--- config.mk ---
export PLATFORM = sky130hd
export DESIGN_NAME = quadrature_pd_position_servo_flat
export DESIGN_NICKNAME = d
export VERILOG_FILES = /design/src/design/qpds_pkg.sv /design/src/design/qpds_ifs.sv /design/src/design/quadrature_pd_position_servo.sv /design/src/flat_wrapper.sv
export SDC_FILE = /design/constraint.sdc
export NUM_CORES = 2
export LEC_CHECK = 0
export BUFFER_PORTS_ARGS = -buffer_cell sky130_fd_sc_hd__buf_4
export CORE_UTILIZATION = 30
export DETAILED_ROUTE_END_ITERATION = 8
export PLACE_DENSITY = 0.48
export SLEW_MARGIN = 15
export SYNTH_ARGS = -nofsm -noshare
export SYNTH_HDL_FRONTEND = slang
export SYNTH_SLANG_ARGS = --single-unit
--- constraint.sdc ---
create_clock -name clk -period 34.6 [get_ports clk]
set_input_delay 0 -clock clk [delete_from_list [all_inputs] [get_ports clk]]
set_output_delay 0 -clock clk [all_outputs]
set_load 0.01 [all_outputs]
--- src/design/qpds_pkg.sv ---
// Package for the quadrature position servo: codes, register map and the decode table.
package qpds_pkg;

  localparam int DUTY_BITS_DEF      = 12;
  localparam int GAIN_FRAC_BITS_DEF = 8;

  localparam int GAIN_BITS  = 16;
  localparam int BAND_BITS  = 16;
  localparam int POS_BITS   = 32;
  localparam int ADDR_BITS  = 5;
  localparam int DATA_BITS  = 32;

  typedef enum logic [2:0] {
    OP_SAMPLE  = 3'd0,
    OP_TICK    = 3'd1,
    OP_MOVE    = 3'd2,
    OP_STOP    = 3'd3,
    OP_SET_POS = 3'd4,
    OP_RAW     = 3'd5
  } op_t;

  typedef enum logic [2:0] {
    EV_NONE       = 3'd0,
    EV_MOVE_OK    = 3'd1,
    EV_MOVE_REJ   = 3'd2,
    EV_ARRIVED    = 3'd3,
    EV_SOFT_LIMIT = 3'd4,
    EV_TOP_SWITCH = 3'd5,
    EV_DRIVING    = 3'd6
  } event_t;

  // What the last stage does with the stored drive value.
  typedef enum logic [1:0] {
    DRV_HOLD = 2'd0,
    DRV_ZERO = 2'd1,
    DRV_SET  = 2'd2,
    DRV_PD   = 2'd3
  } drv_act_t;

  typedef enum logic [2:0] {
    REG_PROP_GAIN    = 3'd0,
    REG_DERIV_GAIN   = 3'd1,
    REG_ARRIVE_BAND  = 3'd2,
    REG_DUTY_FLOOR   = 3'd3,
    REG_DUTY_CEILING = 3'd4,
    REG_TRAVEL_LOW   = 3'd5,
    REG_TRAVEL_HIGH  = 3'd6
  } reg_idx_t;

  localparam logic [GAIN_BITS-1:0] PROP_GAIN_RST   = 16'd256;
  localparam logic [GAIN_BITS-1:0] DERIV_GAIN_RST  = 16'd0;
  localparam logic [BAND_BITS-1:0] ARRIVE_BAND_RST = 16'd4;
  localparam logic signed [POS_BITS-1:0] TRAVEL_LOW_RST  = 32'sd0;
  localparam logic signed [POS_BITS-1:0] TRAVEL_HIGH_RST = 32'sd100000;

  // 4x quadrature step, indexed by {previous phase, current phase}.
  // A transition where both channels flip at once counts as zero.
  function automatic logic signed [1:0] phase_step(input logic [3:0] idx);
    logic signed [1:0] s;
    case (idx)
      4'd1, 4'd7, 4'd8, 4'd14:  s = -2'sd1;
      4'd2, 4'd4, 4'd11, 4'd13: s = 2'sd1;
      default:                  s = 2'sd0;
    endcase
    return s;
  endfunction

endpackage

--- src/design/qpds_ifs.sv ---
// Request and result channel interfaces of the quadrature position servo.
interface qpds_cmd_if;
  logic                      valid;
  logic                      ready;
  logic [2:0]                opcode;
  logic                      chan_a;
  logic                      chan_b;
  logic                      top_switch;
  logic signed [31:0]        operand_value;

  modport source (output valid, opcode, chan_a, chan_b, top_switch, operand_value,
                  input ready);
  modport sink (input valid, opcode, chan_a, chan_b, top_switch, operand_value,
                output ready);
endinterface

interface qpds_res_if #(
  parameter int DUTY_BITS = qpds_pkg::DUTY_BITS_DEF
);
  logic                      valid;
  logic                      ready;
  logic                      bridge_in1;
  logic                      bridge_in2;
  logic [DUTY_BITS-1:0]      drive_duty;
  logic signed [31:0]        position_count;
  logic                      in_motion;
  logic [2:0]                event_code;

  modport source (output valid, bridge_in1, bridge_in2, drive_duty, position_count,
                  in_motion, event_code, input ready);
  modport sink (input valid, bridge_in1, bridge_in2, drive_duty, position_count,
                in_motion, event_code, output ready);
endinterface

--- src/design/quadrature_pd_position_servo.sv ---
// Top level of the single-axis quadrature position servo with PD control.
//
// Usage: requests arrive on the cmd channel (valid/ready). Each request is an
// encoder sample, a control tick, a move, a stop, a position set or a raw drive.
// Every request yields exactly one result on the res channel, in order, with the
// H-bridge levels, the applied duty, the position count, the motion flag and an
// event code. Gains, arrival band, duty limits and travel limits are written over
// the APB port while the block is idle; reads return the register contents.
//
// Throughput is one request per clock while results are taken. Each request passes
// the input register, decode and state update, the two gain multipliers, the sum,
// then magnitude/limit and the result register. Position, target and motion state are
// updated in the decode stage, so back to back samples and ticks see each other's
// effects with no gap.
//
// Reset (synchronous, active high) clears the position, target, motion and drive
// state (drive zero means brake), loads the register defaults and empties the
// pipeline. When the receiver holds ready low with a result pending, the whole
// pipeline holds and cmd.ready drops until the result is taken.
module quadrature_pd_position_servo #(
  parameter int DUTY_BITS      = qpds_pkg::DUTY_BITS_DEF,
  parameter int GAIN_FRAC_BITS = qpds_pkg::GAIN_FRAC_BITS_DEF
) (
  input  logic                              clk,
  input  logic                              rst,
  qpds_cmd_if.sink                          cmd,
  qpds_res_if.source                        res,
  input  logic                              psel,
  input  logic                              penable,
  input  logic                              pwrite,
  input  logic [qpds_pkg::ADDR_BITS-1:0]    paddr,
  input  logic [qpds_pkg::DATA_BITS-1:0]    pwdata,
  output logic [qpds_pkg::DATA_BITS-1:0]    prdata,
  output logic                              pready
);
  import qpds_pkg::*;

  localparam int DW = DUTY_BITS;
  localparam int PW = GAIN_BITS + 1 + POS_BITS;      // prop product width
  localparam int DPW = GAIN_BITS + 1 + POS_BITS + 1; // deriv product width
  localparam int SW = DPW + 1;                       // sum width

  // ---------------------------------------------------------------------------
  // Configuration registers
  // ---------------------------------------------------------------------------
  logic [GAIN_BITS-1:0]        prop_gain;
  logic [GAIN_BITS-1:0]        deriv_gain;
  logic [BAND_BITS-1:0]        arrive_band;
  logic [DW-1:0]               duty_floor;
  logic [DW-1:0]               duty_ceiling;
  logic signed [POS_BITS-1:0]  travel_low;
  logic signed [POS_BITS-1:0]  travel_high;
  logic                        cfg_wr;
  reg_idx_t                    cfg_idx;

  assign pready  = 1'b1;
  assign cfg_wr  = psel & penable & pwrite;
  assign cfg_idx = reg_idx_t'(paddr[4:2]);

  always_ff @(posedge clk) begin
    if (rst) begin
      prop_gain    <= PROP_GAIN_RST;
      deriv_gain   <= DERIV_GAIN_RST;
      arrive_band  <= ARRIVE_BAND_RST;
      duty_floor   <= '0;
      duty_ceiling <= '1;
      travel_low   <= TRAVEL_LOW_RST;
      travel_high  <= TRAVEL_HIGH_RST;
    end else if (cfg_wr) begin
      case (cfg_idx)
        REG_PROP_GAIN:    prop_gain    <= pwdata[GAIN_BITS-1:0];
        REG_DERIV_GAIN:   deriv_gain   <= pwdata[GAIN_BITS-1:0];
        REG_ARRIVE_BAND:  arrive_band  <= pwdata[BAND_BITS-1:0];
        REG_DUTY_FLOOR:   duty_floor   <= pwdata[DW-1:0];
        REG_DUTY_CEILING: duty_ceiling <= pwdata[DW-1:0];
        REG_TRAVEL_LOW:   travel_low   <= $signed(pwdata[POS_BITS-1:0]);
        REG_TRAVEL_HIGH:  travel_high  <= $signed(pwdata[POS_BITS-1:0]);
        default: ;
      endcase
    end
  end

  always_comb begin
    case (cfg_idx)
      REG_PROP_GAIN:    prdata = DATA_BITS'(prop_gain);
      REG_DERIV_GAIN:   prdata = DATA_BITS'(deriv_gain);
      REG_ARRIVE_BAND:  prdata = DATA_BITS'(arrive_band);
      REG_DUTY_FLOOR:   prdata = DATA_BITS'(duty_floor);
      REG_DUTY_CEILING: prdata = DATA_BITS'(duty_ceiling);
      REG_TRAVEL_LOW:   prdata = travel_low;
      REG_TRAVEL_HIGH:  prdata = travel_high;
      default:          prdata = '0;
    endcase
  end

  // ---------------------------------------------------------------------------
  // Pipeline control: every stage moves together whenever the result register
  // is free or being emptied this cycle.
  // ---------------------------------------------------------------------------
  logic out_valid;
  logic adv;

  assign adv       = !out_valid || res.ready;
  assign cmd.ready = adv;

  // Stage 1: input register.
  logic                       s1_valid;
  logic [2:0]                 s1_opcode;
  logic                       s1_a;
  logic                       s1_b;
  logic                       s1_top;
  logic signed [POS_BITS-1:0] s1_operand;

  always_ff @(posedge clk) begin
    if (rst) begin
      s1_valid <= 1'b0;
    end else if (adv) begin
      s1_valid <= cmd.valid;
    end
  end

  always_ff @(posedge clk) begin
    if (adv) begin
      s1_opcode  <= cmd.opcode;
      s1_a       <= cmd.chan_a;
      s1_b       <= cmd.chan_b;
      s1_top     <= cmd.top_switch;
      s1_operand <= cmd.operand_value;
    end
  end

  // ---------------------------------------------------------------------------
  // Decode and servo state
  // ---------------------------------------------------------------------------
  logic signed [POS_BITS-1:0] position, position_next;
  logic [1:0]                 last_phase, last_phase_next;
  logic signed [POS_BITS-1:0] target, target_next;
  logic                       moving_flag, moving_flag_next;
  logic signed [POS_BITS-1:0] previous_error, previous_error_next;

  logic signed [POS_BITS:0]   err_wide;
  logic signed [POS_BITS-1:0] err_sat;
  logic [POS_BITS-1:0]        err_abs;
  logic signed [POS_BITS:0]   deriv;
  logic [1:0]                 phase;
  logic signed [1:0]          step;
  logic signed [POS_BITS:0]   op_wide;
  logic signed [POS_BITS:0]   ceil_wide;
  event_t                     ev_d;
  drv_act_t                   act_d;
  logic signed [DW:0]         raw_d;

  assign phase    = {s1_a, s1_b};
  assign step     = phase_step({last_phase, phase});
  // Error is formed one bit wider, then saturated to the count range.
  assign err_wide = {target[POS_BITS-1], target} - {position[POS_BITS-1], position};
  assign err_sat  = (err_wide[POS_BITS:POS_BITS-1] == 2'b01) ? {1'b0, {(POS_BITS-1){1'b1}}} :
                    (err_wide[POS_BITS:POS_BITS-1] == 2'b10) ? {1'b1, {(POS_BITS-1){1'b0}}} :
                    err_wide[POS_BITS-1:0];
  assign err_abs  = err_sat[POS_BITS-1] ? POS_BITS'(-err_sat) : POS_BITS'(err_sat);
  assign deriv    = {err_sat[POS_BITS-1], err_sat} -
                    {previous_error[POS_BITS-1], previous_error};
  assign op_wide  = {s1_operand[POS_BITS-1], s1_operand};
  assign ceil_wide = $signed({{(POS_BITS+1-DW){1'b0}}, duty_ceiling});

  always_comb begin
    position_next       = position;
    last_phase_next     = last_phase;
    target_next         = target;
    moving_flag_next    = moving_flag;
    previous_error_next = previous_error;
    ev_d                = EV_NONE;
    act_d               = DRV_HOLD;
    raw_d               = '0;
    case (op_t'(s1_opcode))
      OP_SAMPLE: begin
        position_next   = position + {{(POS_BITS-2){step[1]}}, step};
        last_phase_next = phase;
      end
      OP_TICK: begin
        if (moving_flag) begin
          previous_error_next = err_sat;
          if (err_sat > 0 && s1_top) begin
            // Top switch while moving up: pin the count at the top of travel.
            act_d            = DRV_ZERO;
            position_next    = travel_high;
            target_next      = travel_high;
            moving_flag_next = 1'b0;
            ev_d             = EV_TOP_SWITCH;
          end else if ((position <= travel_low && err_sat < 0) ||
                       (position >= travel_high && err_sat > 0)) begin
            act_d            = DRV_ZERO;
            moving_flag_next = 1'b0;
            ev_d             = EV_SOFT_LIMIT;
          end else if (err_abs <= POS_BITS'(arrive_band)) begin
            act_d            = DRV_ZERO;
            moving_flag_next = 1'b0;
            ev_d             = EV_ARRIVED;
          end else begin
            act_d = DRV_PD;
            ev_d  = EV_DRIVING;
          end
        end
      end
      OP_MOVE: begin
        if (s1_operand < travel_low || s1_operand > travel_high) begin
          ev_d = EV_MOVE_REJ;
        end else begin
          target_next         = s1_operand;
          previous_error_next = '0;
          moving_flag_next    = 1'b1;
          ev_d                = EV_MOVE_OK;
        end
      end
      OP_STOP: begin
        act_d            = DRV_ZERO;
        moving_flag_next = 1'b0;
      end
      OP_SET_POS: begin
        position_next    = s1_operand;
        target_next      = s1_operand;
        moving_flag_next = 1'b0;
      end
      OP_RAW: begin
        moving_flag_next = 1'b0;
        act_d            = DRV_SET;
        if (op_wide > ceil_wide) begin
          raw_d = $signed({1'b0, duty_ceiling});
        end else if (op_wide < -ceil_wide) begin
          raw_d = -$signed({1'b0, duty_ceiling});
        end else begin
          raw_d = s1_operand[DW:0];
        end
      end
      default: ;
    endcase
  end

  always_ff @(posedge clk) begin
    if (rst) begin
      position       <= '0;
      last_phase     <= '0;
      target         <= '0;
      moving_flag    <= 1'b0;
      previous_error <= '0;
    end else if (adv && s1_valid) begin
      position       <= position_next;
      last_phase     <= last_phase_next;
      target         <= target_next;
      moving_flag    <= moving_flag_next;
      previous_error <= previous_error_next;
    end
  end

  // Stage 2: decoded request, with the state as it stands after it.
  logic                       s2_valid;
  logic signed [POS_BITS-1:0] s2_err;
  logic signed [POS_BITS:0]   s2_deriv;
  drv_act_t                   s2_act;
  logic signed [DW:0]         s2_raw;
  logic signed [POS_BITS-1:0] s2_pos;
  logic                       s2_mov;
  event_t                     s2_ev;

  // Stage 3: gain products.
  logic                       s3_valid;
  logic signed [PW-1:0]       s3_prod_p;
  logic signed [DPW-1:0]      s3_prod_d;
  drv_act_t                   s3_act;
  logic signed [DW:0]         s3_raw;
  logic signed [POS_BITS-1:0] s3_pos;
  logic                       s3_mov;
  event_t                     s3_ev;

  // Stage 4: PD sum in Q(GAIN_FRAC_BITS).
  logic                       s4_valid;
  logic signed [SW-1:0]       s4_sum;
  drv_act_t                   s4_act;
  logic signed [DW:0]         s4_raw;
  logic signed [POS_BITS-1:0] s4_pos;
  logic                       s4_mov;
  event_t                     s4_ev;

  always_ff @(posedge clk) begin
    if (rst) begin
      s2_valid <= 1'b0;
      s3_valid <= 1'b0;
      s4_valid <= 1'b0;
    end else if (adv) begin
      s2_valid <= s1_valid;
      s3_valid <= s2_valid;
      s4_valid <= s3_valid;
    end
  end

  always_ff @(posedge clk) begin
    if (adv) begin
      s2_err    <= err_sat;
      s2_deriv  <= deriv;
      s2_act    <= act_d;
      s2_raw    <= raw_d;
      s2_pos    <= position_next;
      s2_mov    <= moving_flag_next;
      s2_ev     <= ev_d;

      s3_prod_p <= $signed({1'b0, prop_gain}) * s2_err;
      s3_prod_d <= $signed({1'b0, deriv_gain}) * s2_deriv;
      s3_act    <= s2_act;
      s3_raw    <= s2_raw;
      s3_pos    <= s2_pos;
      s3_mov    <= s2_mov;
      s3_ev     <= s2_ev;

      s4_sum    <= {{(SW-PW){s3_prod_p[PW-1]}}, s3_prod_p} +
                   {{(SW-DPW){s3_prod_d[DPW-1]}}, s3_prod_d};
      s4_act    <= s3_act;
      s4_raw    <= s3_raw;
      s4_pos    <= s3_pos;
      s4_mov    <= s3_mov;
      s4_ev     <= s3_ev;
    end
  end

  // ---------------------------------------------------------------------------
  // Last stage: magnitude, floor and ceiling, drive state and result register
  // ---------------------------------------------------------------------------
  logic signed [DW:0]  drive_value;
  logic [SW-1:0]       sum_abs;
  logic [SW-1:0]       sum_mag;
  logic [SW-1:0]       floor_ext;
  logic [SW-1:0]       ceil_ext;
  logic [SW-1:0]       lifted;
  logic [DW-1:0]       pd_mag;
  logic signed [DW:0]  pd_drive;
  logic signed [DW:0]  drive_new;
  logic signed [DW:0]  drive_neg;

  assign sum_abs   = s4_sum[SW-1] ? SW'(-s4_sum) : SW'(s4_sum);
  assign sum_mag   = sum_abs >> GAIN_FRAC_BITS;
  assign floor_ext = SW'(duty_floor);
  assign ceil_ext  = SW'(duty_ceiling);
  // Raise to the floor first, then cap; a floor above the ceiling loses.
  assign lifted    = (sum_mag < floor_ext) ? floor_ext : sum_mag;
  assign pd_mag    = (lifted > ceil_ext) ? duty_ceiling : lifted[DW-1:0];
  assign pd_drive  = s4_sum[SW-1] ? -$signed({1'b0, pd_mag}) : $signed({1'b0, pd_mag});

  always_comb begin
    case (s4_act)
      DRV_HOLD: drive_new = drive_value;
      DRV_ZERO: drive_new = '0;
      DRV_SET:  drive_new = s4_raw;
      DRV_PD:   drive_new = pd_drive;
      default:  drive_new = drive_value;
    endcase
  end

  assign drive_neg = -drive_new;

  logic                       out_in1;
  logic                       out_in2;
  logic [DW-1:0]              out_duty;
  logic signed [POS_BITS-1:0] out_pos;
  logic                       out_mov;
  event_t                     out_ev;

  always_ff @(posedge clk) begin
    if (rst) begin
      out_valid   <= 1'b0;
      drive_value <= '0;
    end else if (adv) begin
      out_valid <= s4_valid;
      if (s4_valid) begin
        drive_value <= drive_new;
      end
    end
  end

  always_ff @(posedge clk) begin
    if (adv && s4_valid) begin
      out_in1  <= !drive_new[DW];
      out_in2  <= drive_new[DW] || (drive_new == '0);
      out_duty <= drive_new[DW] ? drive_neg[DW-1:0] : drive_new[DW-1:0];
      out_pos  <= s4_pos;
      out_mov  <= s4_mov;
      out_ev   <= s4_ev;
    end
  end

  assign res.valid          = out_valid;
  assign res.bridge_in1     = out_in1;
  assign res.bridge_in2     = out_in2;
  assign res.drive_duty     = out_duty;
  assign res.position_count = out_pos;
  assign res.in_motion      = out_mov;
  assign res.event_code     = out_ev;

endmodule

--- src/flat_wrapper.sv ---
// flat-port wrapper written by rule: the top's interface ports become plain ports
module quadrature_pd_position_servo_flat import qpds_pkg::*;
#(
  parameter int DUTY_BITS      = qpds_pkg::DUTY_BITS_DEF,
  parameter int GAIN_FRAC_BITS = qpds_pkg::GAIN_FRAC_BITS_DEF
)
  (clk, rst, psel, penable, pwrite, paddr, pwdata, prdata, pready, cmd_valid, cmd_opcode, cmd_chan_a, cmd_chan_b, cmd_top_switch, cmd_operand_value, cmd_ready, res_valid, res_bridge_in1, res_bridge_in2, res_drive_duty, res_position_count, res_in_motion, res_event_code, res_ready);
  qpds_cmd_if cmd_i ();
  qpds_res_if #(.DUTY_BITS(DUTY_BITS)) res_i ();
  input  logic clk;
  input  logic rst;
  input  logic psel;
  input  logic penable;
  input  logic pwrite;
  input  logic [qpds_pkg::ADDR_BITS-1:0] paddr;
  input  logic [qpds_pkg::DATA_BITS-1:0] pwdata;
  output logic [qpds_pkg::DATA_BITS-1:0] prdata;
  output logic pready;
  input wire logic [$bits(cmd_i.valid)-1:0] cmd_valid;
  input wire logic [$bits(cmd_i.opcode)-1:0] cmd_opcode;
  input wire logic [$bits(cmd_i.chan_a)-1:0] cmd_chan_a;
  input wire logic [$bits(cmd_i.chan_b)-1:0] cmd_chan_b;
  input wire logic [$bits(cmd_i.top_switch)-1:0] cmd_top_switch;
  input wire logic [$bits(cmd_i.operand_value)-1:0] cmd_operand_value;
  output wire logic [$bits(cmd_i.ready)-1:0] cmd_ready;
  output wire logic [$bits(res_i.valid)-1:0] res_valid;
  output wire logic [$bits(res_i.bridge_in1)-1:0] res_bridge_in1;
  output wire logic [$bits(res_i.bridge_in2)-1:0] res_bridge_in2;
  output wire logic [$bits(res_i.drive_duty)-1:0] res_drive_duty;
  output wire logic [$bits(res_i.position_count)-1:0] res_position_count;
  output wire logic [$bits(res_i.in_motion)-1:0] res_in_motion;
  output wire logic [$bits(res_i.event_code)-1:0] res_event_code;
  input wire logic [$bits(res_i.ready)-1:0] res_ready;
  assign cmd_i.valid = cmd_valid;
  assign cmd_i.opcode = cmd_opcode;
  assign cmd_i.chan_a = cmd_chan_a;
  assign cmd_i.chan_b = cmd_chan_b;
  assign cmd_i.top_switch = cmd_top_switch;
  assign cmd_i.operand_value = cmd_operand_value;
  assign cmd_ready = cmd_i.ready;
  assign res_valid = res_i.valid;
  assign res_bridge_in1 = res_i.bridge_in1;
  assign res_bridge_in2 = res_i.bridge_in2;
  assign res_drive_duty = res_i.drive_duty;
  assign res_position_count = res_i.position_count;
  assign res_in_motion = res_i.in_motion;
  assign res_event_code = res_i.event_code;
  assign res_i.ready = res_ready;
  quadrature_pd_position_servo #(.DUTY_BITS(DUTY_BITS), .GAIN_FRAC_BITS(GAIN_FRAC_BITS)) u_core (.clk(clk), .rst(rst), .cmd(cmd_i), .res(res_i), .psel(psel), .penable(penable), .pwrite(pwrite), .paddr(paddr), .pwdata(pwdata), .prdata(prdata), .pready(pready));
endmodule
Word-level counts from Yosys, hierarchy flattened --
Memories as Yosys holds them, arrays and structs flattened. Cells that the tools add are included.
Word-level totals: output and inout bits 85, logic and storage cells 165, register bits after elaboration 709, ROM bits 32, latch bits 0, RAM bits 0, memories 1, input bits 82
Cells by class: muxes and demuxes 39, multiply operators 2, $add $sub $neg 10, magnitude comparators 11, shift-type cells 0, reduce and logical (&&, ||, !) cells 30, equal/unequal tests 19, bitwise operators 3, div/mod/pow operators 0
Memories:
- (no name shown) | depth 16, bits a word 2, rd ports 1, clocked after memory_dff 0, write ports 0, line qpds_pkg.sv:60 | case (idx)
Operators by type and width (number):
- 2-to-1 mux 32 bit | 10
- one-hot mux 32 bit (7 select lines) | 1
- one-hot mux 32 bit (3 select lines) | 2
- subtractor 32 x 32 -> 33 bit | 2
- one-hot mux 32 bit (2 select lines) | 1
- one-hot mux 13 bit (4 select lines) | 1
- adder 49 x 50 -> 51 bit | 1
- > comparator 51 x 12 -> 1 bit | 1
- 2-to-1 mux 51 bit | 1
- negation 51 bit | 1
- multiplier 17 x 33 -> 50 bit | 1
- multiplier 17 x 32 -> 49 bit | 1
- < comparator 43 x 12 -> 1 bit | 1
- 2-to-1 mux 43 bit | 1
- 2-to-1 mux 12 bit | 3
- < comparator 32 x 33 -> 1 bit | 1
- negation 12 -> 33 bit | 1
- adder 32 bit | 1
- >= comparator 32 bit | 1
- > comparator 32 x 1 -> 1 bit, second input constant | 1
- > comparator 32 x 13 -> 1 bit | 1
- > comparator 32 bit | 1
- <= comparator 32 x 16 -> 1 bit | 1
- <= comparator 32 bit | 1
- 34 further kinds | 77

Logic depth before layout (Yosys ltp) --
word-level depth 12, mapped depth 41, mapped depth without buffers 37

Worst setup path before layout --
Ideal clock, no wire load.
kind reg-to-reg, from register u_core.out_valid (netlist: u_core.res.valid), to register u_core.previous_error[21], library setup time 0.128 ns, cell stages (with the launch flop) 11, clock period less this slack 12.472 ns, arrival time 12.345 ns, slack 22.128 ns, buffers on the path 2, data required time 34.472 ns, cells stage by stage dfxtp_1 -> nor2b_1 -> clkinv_1 -> and2_1 -> o21ai_0 -> a211o_1 -> clkbuf_1 -> clkbuf_1 -> nor2_1 -> a21oi_1 -> nor2_1
On the way: cells in the longest elaborated chain, start to end 4
RTL lines:
- from (decl) | line quadrature_pd_position_servo.sv:100 | logic out_valid;
- from (signal assigned) | line quadrature_pd_position_servo.sv:371 | out_valid <= s4_valid;
- logical NOT 1 bit | line quadrature_pd_position_servo.sv:103 | assign adv = !out_valid || res.ready;
- logical OR 1 bit | line quadrature_pd_position_servo.sv:103
- named net cmd_ready | line flat_wrapper.sv:25 | output wire logic [$bits(cmd_i.ready)-1:0] cmd_ready;
- logical AND 1 bit | line quadrature_pd_position_servo.sv:246 | end else if (adv && s1_valid) begin
- AND reduction 4 bit (no line)
- to (signal assigned) | line quadrature_pd_position_servo.sv:251 | previous_error <= previous_error_next;
- to (decl) | line quadrature_pd_position_servo.sv:139 | logic signed [POS_BITS-1:0] previous_error, previous_error_next;
The timed path passes the listed nets, and every way through them passes these cells. A chain may end at the register's enable or synchronous reset.

Worst setup path after layout --
from register u_core.s4_sum[5], to register u_core.out_duty[11] (netlist: u_core.res.drive_duty[11]), data pin
On the way: cells in the longest elaborated chain, start to end 11
RTL lines:
- from (decl) | line quadrature_pd_position_servo.sv:277 | logic signed [SW-1:0] s4_sum;
- from (signal assigned) | line quadrature_pd_position_servo.sv:314 | s4_sum <= {{(SW-PW){s3_prod_p[PW-1]}}, s3_prod_p} +
- negation 51 bit (*) | line quadrature_pd_position_servo.sv:338 | assign sum_abs = s4_sum[SW-1] ? SW'(-s4_sum) : SW'(s4_sum);
- 2-to-1 mux 51 bit (*) | line quadrature_pd_position_servo.sv:338
- < comparator 43 x 12 -> 1 bit | line quadrature_pd_position_servo.sv:343 | assign lifted = (sum_mag < floor_ext) ? floor_ext : sum_mag;
- 2-to-1 mux 43 bit (*) | line quadrature_pd_position_servo.sv:343
- > comparator 51 x 12 -> 1 bit | line quadrature_pd_position_servo.sv:344 | assign pd_mag = (lifted > ceil_ext) ? duty_ceiling : lifted[DW-1:0];
- 2-to-1 mux 12 bit (*) | line quadrature_pd_position_servo.sv:344
- negation 12 -> 13 bit | line quadrature_pd_position_servo.sv:345 | assign pd_drive = s4_sum[SW-1] ? -$signed({1'b0, pd_mag}) : $signed({1'b0, pd_mag});
- 2-to-1 mux 13 bit (*) | line quadrature_pd_position_servo.sv:345
- one-hot mux 13 bit (4 select lines) (*) | line quadrature_pd_position_servo.sv:348 | case (s4_act)
- negation 12 bit | line quadrature_pd_position_servo.sv:357 | assign drive_neg = -drive_new;
- 2-to-1 mux 12 bit (*) | line quadrature_pd_position_servo.sv:382 | out_duty <= drive_new[DW] ? drive_neg[DW-1:0] : drive_new[DW-1:0];
- to (signal assigned) | line quadrature_pd_position_servo.sv:382
- to (decl) | line quadrature_pd_position_servo.sv:361 | logic [DW-1:0] out_duty;
Every way passes the cells marked *; elsewhere a longest branch is shown, timed or not.

==> key figures <==
Power and ir drop
  • Pleak: between 0.03 and 0.04 uW
  • Cell Pwr Density: between 40 and 50 nW/um^2
  • VDD IR max: between 0.00004 and 0.00005 V

Worst setup path
  • Startpoint types: register
  • Worst Reg2Reg Path Length in Cells: 37
  • Reg-to-reg slack, setup: approximately 24 ns
  • CP Data Arrival Time: ~11 ns
  • Worst Path Required: between 30 and 40 ns
  • Largest stage delay on the critical path: 0.82 ns
  • Worst reg2reg endpoint: u_core.res.drive_duty[11]$_DFFE_PP_
  • Critical path startpoint: u_core.s4_sum[5]$_DFFE_PN_
  • Crit path max fanout: 30
  • Crit path to: u_core.res.drive_duty[11]$_DFFE_PP_
  • Setup CP Type: reg2reg
  • Worst setup EP type: register
  • Slowest cell on the critical path: nor4_1
  • Reg-to-reg startpoint: u_core.s4_sum[5]$_DFFE_PN_

Yosys
  • Async SR Flop Fraction: 0
  • Syn_nets: between 10000 and 15000
  • Post-synthesis cell type count: around 120
  • Area share of the largest cell type after synthesis: 0.252
  • Top_reg_cell synth: edfxtp_1
  • Post-Syn Area: about 80000 sq um
  • Post-synth EDFFs: roughly 460
  • Commonest cells post-synth: inv_1 (1314), nand2_1 (1211), fa_1 (996), ha_1 (600), a21oi_1 (528)
  • Sequential share of the synthesized area: 0.237
  • Avg Inst Size Synth: about 9 sq um
  • Synth top area cells: fa_1 (25%), edfxtp_1 (17%), ha_1 (9.5%), dfxtp_1 (6.4%), inv_1 (6.2%)
  • Yosys top cell by area: fa_1
  • Most frequent cell after synthesis: inv_1
  • Mapped Cells: between 8000 and 9000
  • Register bit total from synthesis: 709
  • Yosys Warn Count: 0

Floorplan
  • Die Width: between 500 and 600 um
  • # rows: roughly 190
  • Die Span Y: about 520 um
  • Area of the core: between 200000 and 300000 sq um
  • Die area: roughly 270000 sq um
  • Io pins: 167
  • Initial core utilization: 0.302

STA
  • Worst Skew: between 0.1 and 0.15 ns
  • Least-Margin Pin Slew: around 1.2 ns
  • Post-layout min period: about 11 ns
  • WHS: 0.0790 ns
  • Top achievable clock speed: ~0.093 GHz
  • Max Slew Vio Count: 0
  • Final setup fails: 0
  • Final setup TNS: 0 ns
  • Max-slew headroom: 0.225
  • Hold Violations, Final: 0
  • Period utilization: 0.311
  • RSZ-0062 raised after global routing: false

Placement
  • RePlAce Congestion: ~0.89
  • Area post-placement: between 80000 and 90000 sq um
  • Final HPWL DP: about 200 mm
  • Port bufs: between 150 and 200
  • Placed cells: ~12000

Clocking
  • Clk root buf: clkbuf_16
  • TritonCTS buffer count: 86
  • Clock Latency Late Sink: slightly below 0.8 ns
  • Clk pin slew, worst setup/hold paths: 0.07 ns
  • H-tree levels: 3
  • CTS tree: yes
  • CTS resizes: 0
  • Clk buf depth: 3
  • Clock tree sinks: 709

GRT
  • Antenna violations before repair: 8
  • Largest net degree at the start of global routing: 158
  • First-pass GRT wire length: just over 400 mm
  • GRT Residual Overflow: 0
  • Total GRT Usage: 0.200
  • Vias in the first global route: between 60000 and 70000

Final layout
  • Nets: between 10000 and 15000
  • Layout cell share with drive strength beyond 1: 0.0620
  • Layout Cells excl Fill: about 12000
  • Synth-to-layout area growth: 11.8%
  • Final instance area: approximately 90000 sq um
  • Fin util: 0.337

Drt
  • Post-Route WL: 265 mm
  • Avg Vias per Cell: between 5 and 6
  • Drt wl/cell: about 22 um
  • # DRC: 0
  • 1st-iter DRT viols: about 4500
  • DR pass1 iterations: 6
  • Routed vias: around 63000
  • Antenna Nets Post-Route: 0

Hold path
  • Hold crit path type: in2reg

Run status
  • Outcome: completed

Run
  • Max Cap Viol: 0
==> metal layers <==
layer  vias to the layer above  global-route usage  wire (um)
met2                      1702               0.334     126000
met5                         -                   0          0
met4                         0              0.0691       9760
li1                      28672                   -          -
met1                     31891               0.269     118000
met3                       335              0.0204      11800
==> worst min-delay path by stage <==
stage                          startpoint                             endpoint  slack [ns]  cells past startpoint
CTS                            pwdata[16]  u_core.travel_high[16]$_SDFFE_PP1P_       0.008                      4
global placement    cmd_operand_value[28]      u_core.s1_operand[28]$_DFFE_PN_        0.18                      1
floorplan                      cmd_chan_a                u_core.s1_a$_DFFE_PN_         0.1                      0
global route                   pwdata[27]   u_core.travel_low[27]$_SDFFE_PP0P_        0.06                      4
detailed placement  cmd_operand_value[20]      u_core.s1_operand[20]$_DFFE_PN_        0.18                      1
finish                         pwdata[20]  u_core.travel_high[20]$_SDFFE_PP0P_        0.08                      4
==> placed cells by master, fill, tap and decap left out, types with 132 or more instances in the layout <==
master | Yosys | routed
inv_1 | 1314 | 1313
nand2_1 | 1211 | 1211
fa_1 | 996 | 996
ha_1 | 600 | 600
a21oi_1 | 528 | 527
edfxtp_1 | 456 | 456
and2_1 | 440 | 440
nor2_1 | 360 | 354
buf_4 | 2 | 279
o21ai_0 | 257 | 257
dfxtp_1 | 253 | 249
xnor2_1 | 184 | 184
a21o_1 | 132 | 132
==> worst max-delay path: cells and delay by family (launching register included) <==
kind	cells	cell delay (ns)
xor gates and xnor gates	3	0.68
muxes	3	1.02
buffers and inverters	3	0.50
and+or+nand+nor	14	4.37
DFF	1	0.38
AOI/OAI and AO/OA	11	2.57
adders and majority gates	3	1.01
==> sequential cells by signal, indices dropped and copies added, names as in the netlist, 33 cells and up <==
register / count
u_core.s2_deriv: 33
u_core.s3_prod_d: 50
u_core.s3_prod_p: 49
u_core.s4_sum: 51
==> through the flow <==
step                      setup slack, ns  power (uW)
final                               23.82        4270
after global routing                23.28        4520
after CTS                           24.09        4300
after detailed placement            24.07        3300
after global placement              24.27        3290
after floorplan                     22.13        2490
==> area by class of cell <==
| class | instances | area [sq um] |
|---|---|---|
| Fill cell | 27122 | 174000 |
| Timing Repair Buffer | 403 | 3360 |
| Antenna cell | 4 | 10.0 |
| Clock buffer | 109 | 2360 |
| Clock inverter | 51 | 657 |
| Multi-Input combinational cell | 6191 | 53900 |
| Sequential cell | 709 | 18800 |
| Tap cell | 3515 | 4400 |
| Inverter | 1322 | 4970 |
==> where the power goes <==
group / internal, uW / total, uW / switching (uW)
combinational: 688 / 1920 / 1230
clock: 548 / 961 / 413
sequential: 1090 / 1390 / 300
total: 2330 / 4270 / 1950
==> repair_timing <==
item	4_1_cts	5_1_grt
buffers inserted	0	0
hold buffers	121	0
hold endpoints to repair	219	0
==> cell families after synthesis <==
kind of cell               count (synthesis)  share of synthesized area
AOI/OAI and AO/OA                       1543                      0.127
xor gates and xnor gates                 262                     0.0290
adders and majority gates               1617                      0.350
buffers and inverters                   1711                     0.0824
DFF                                      709                      0.237
muxes                                     94                     0.0141
other                                      1                  0.0000474
and+or+nand+nor                         2674                      0.161
Note: power is estimated with default switching activity, not from simulation.
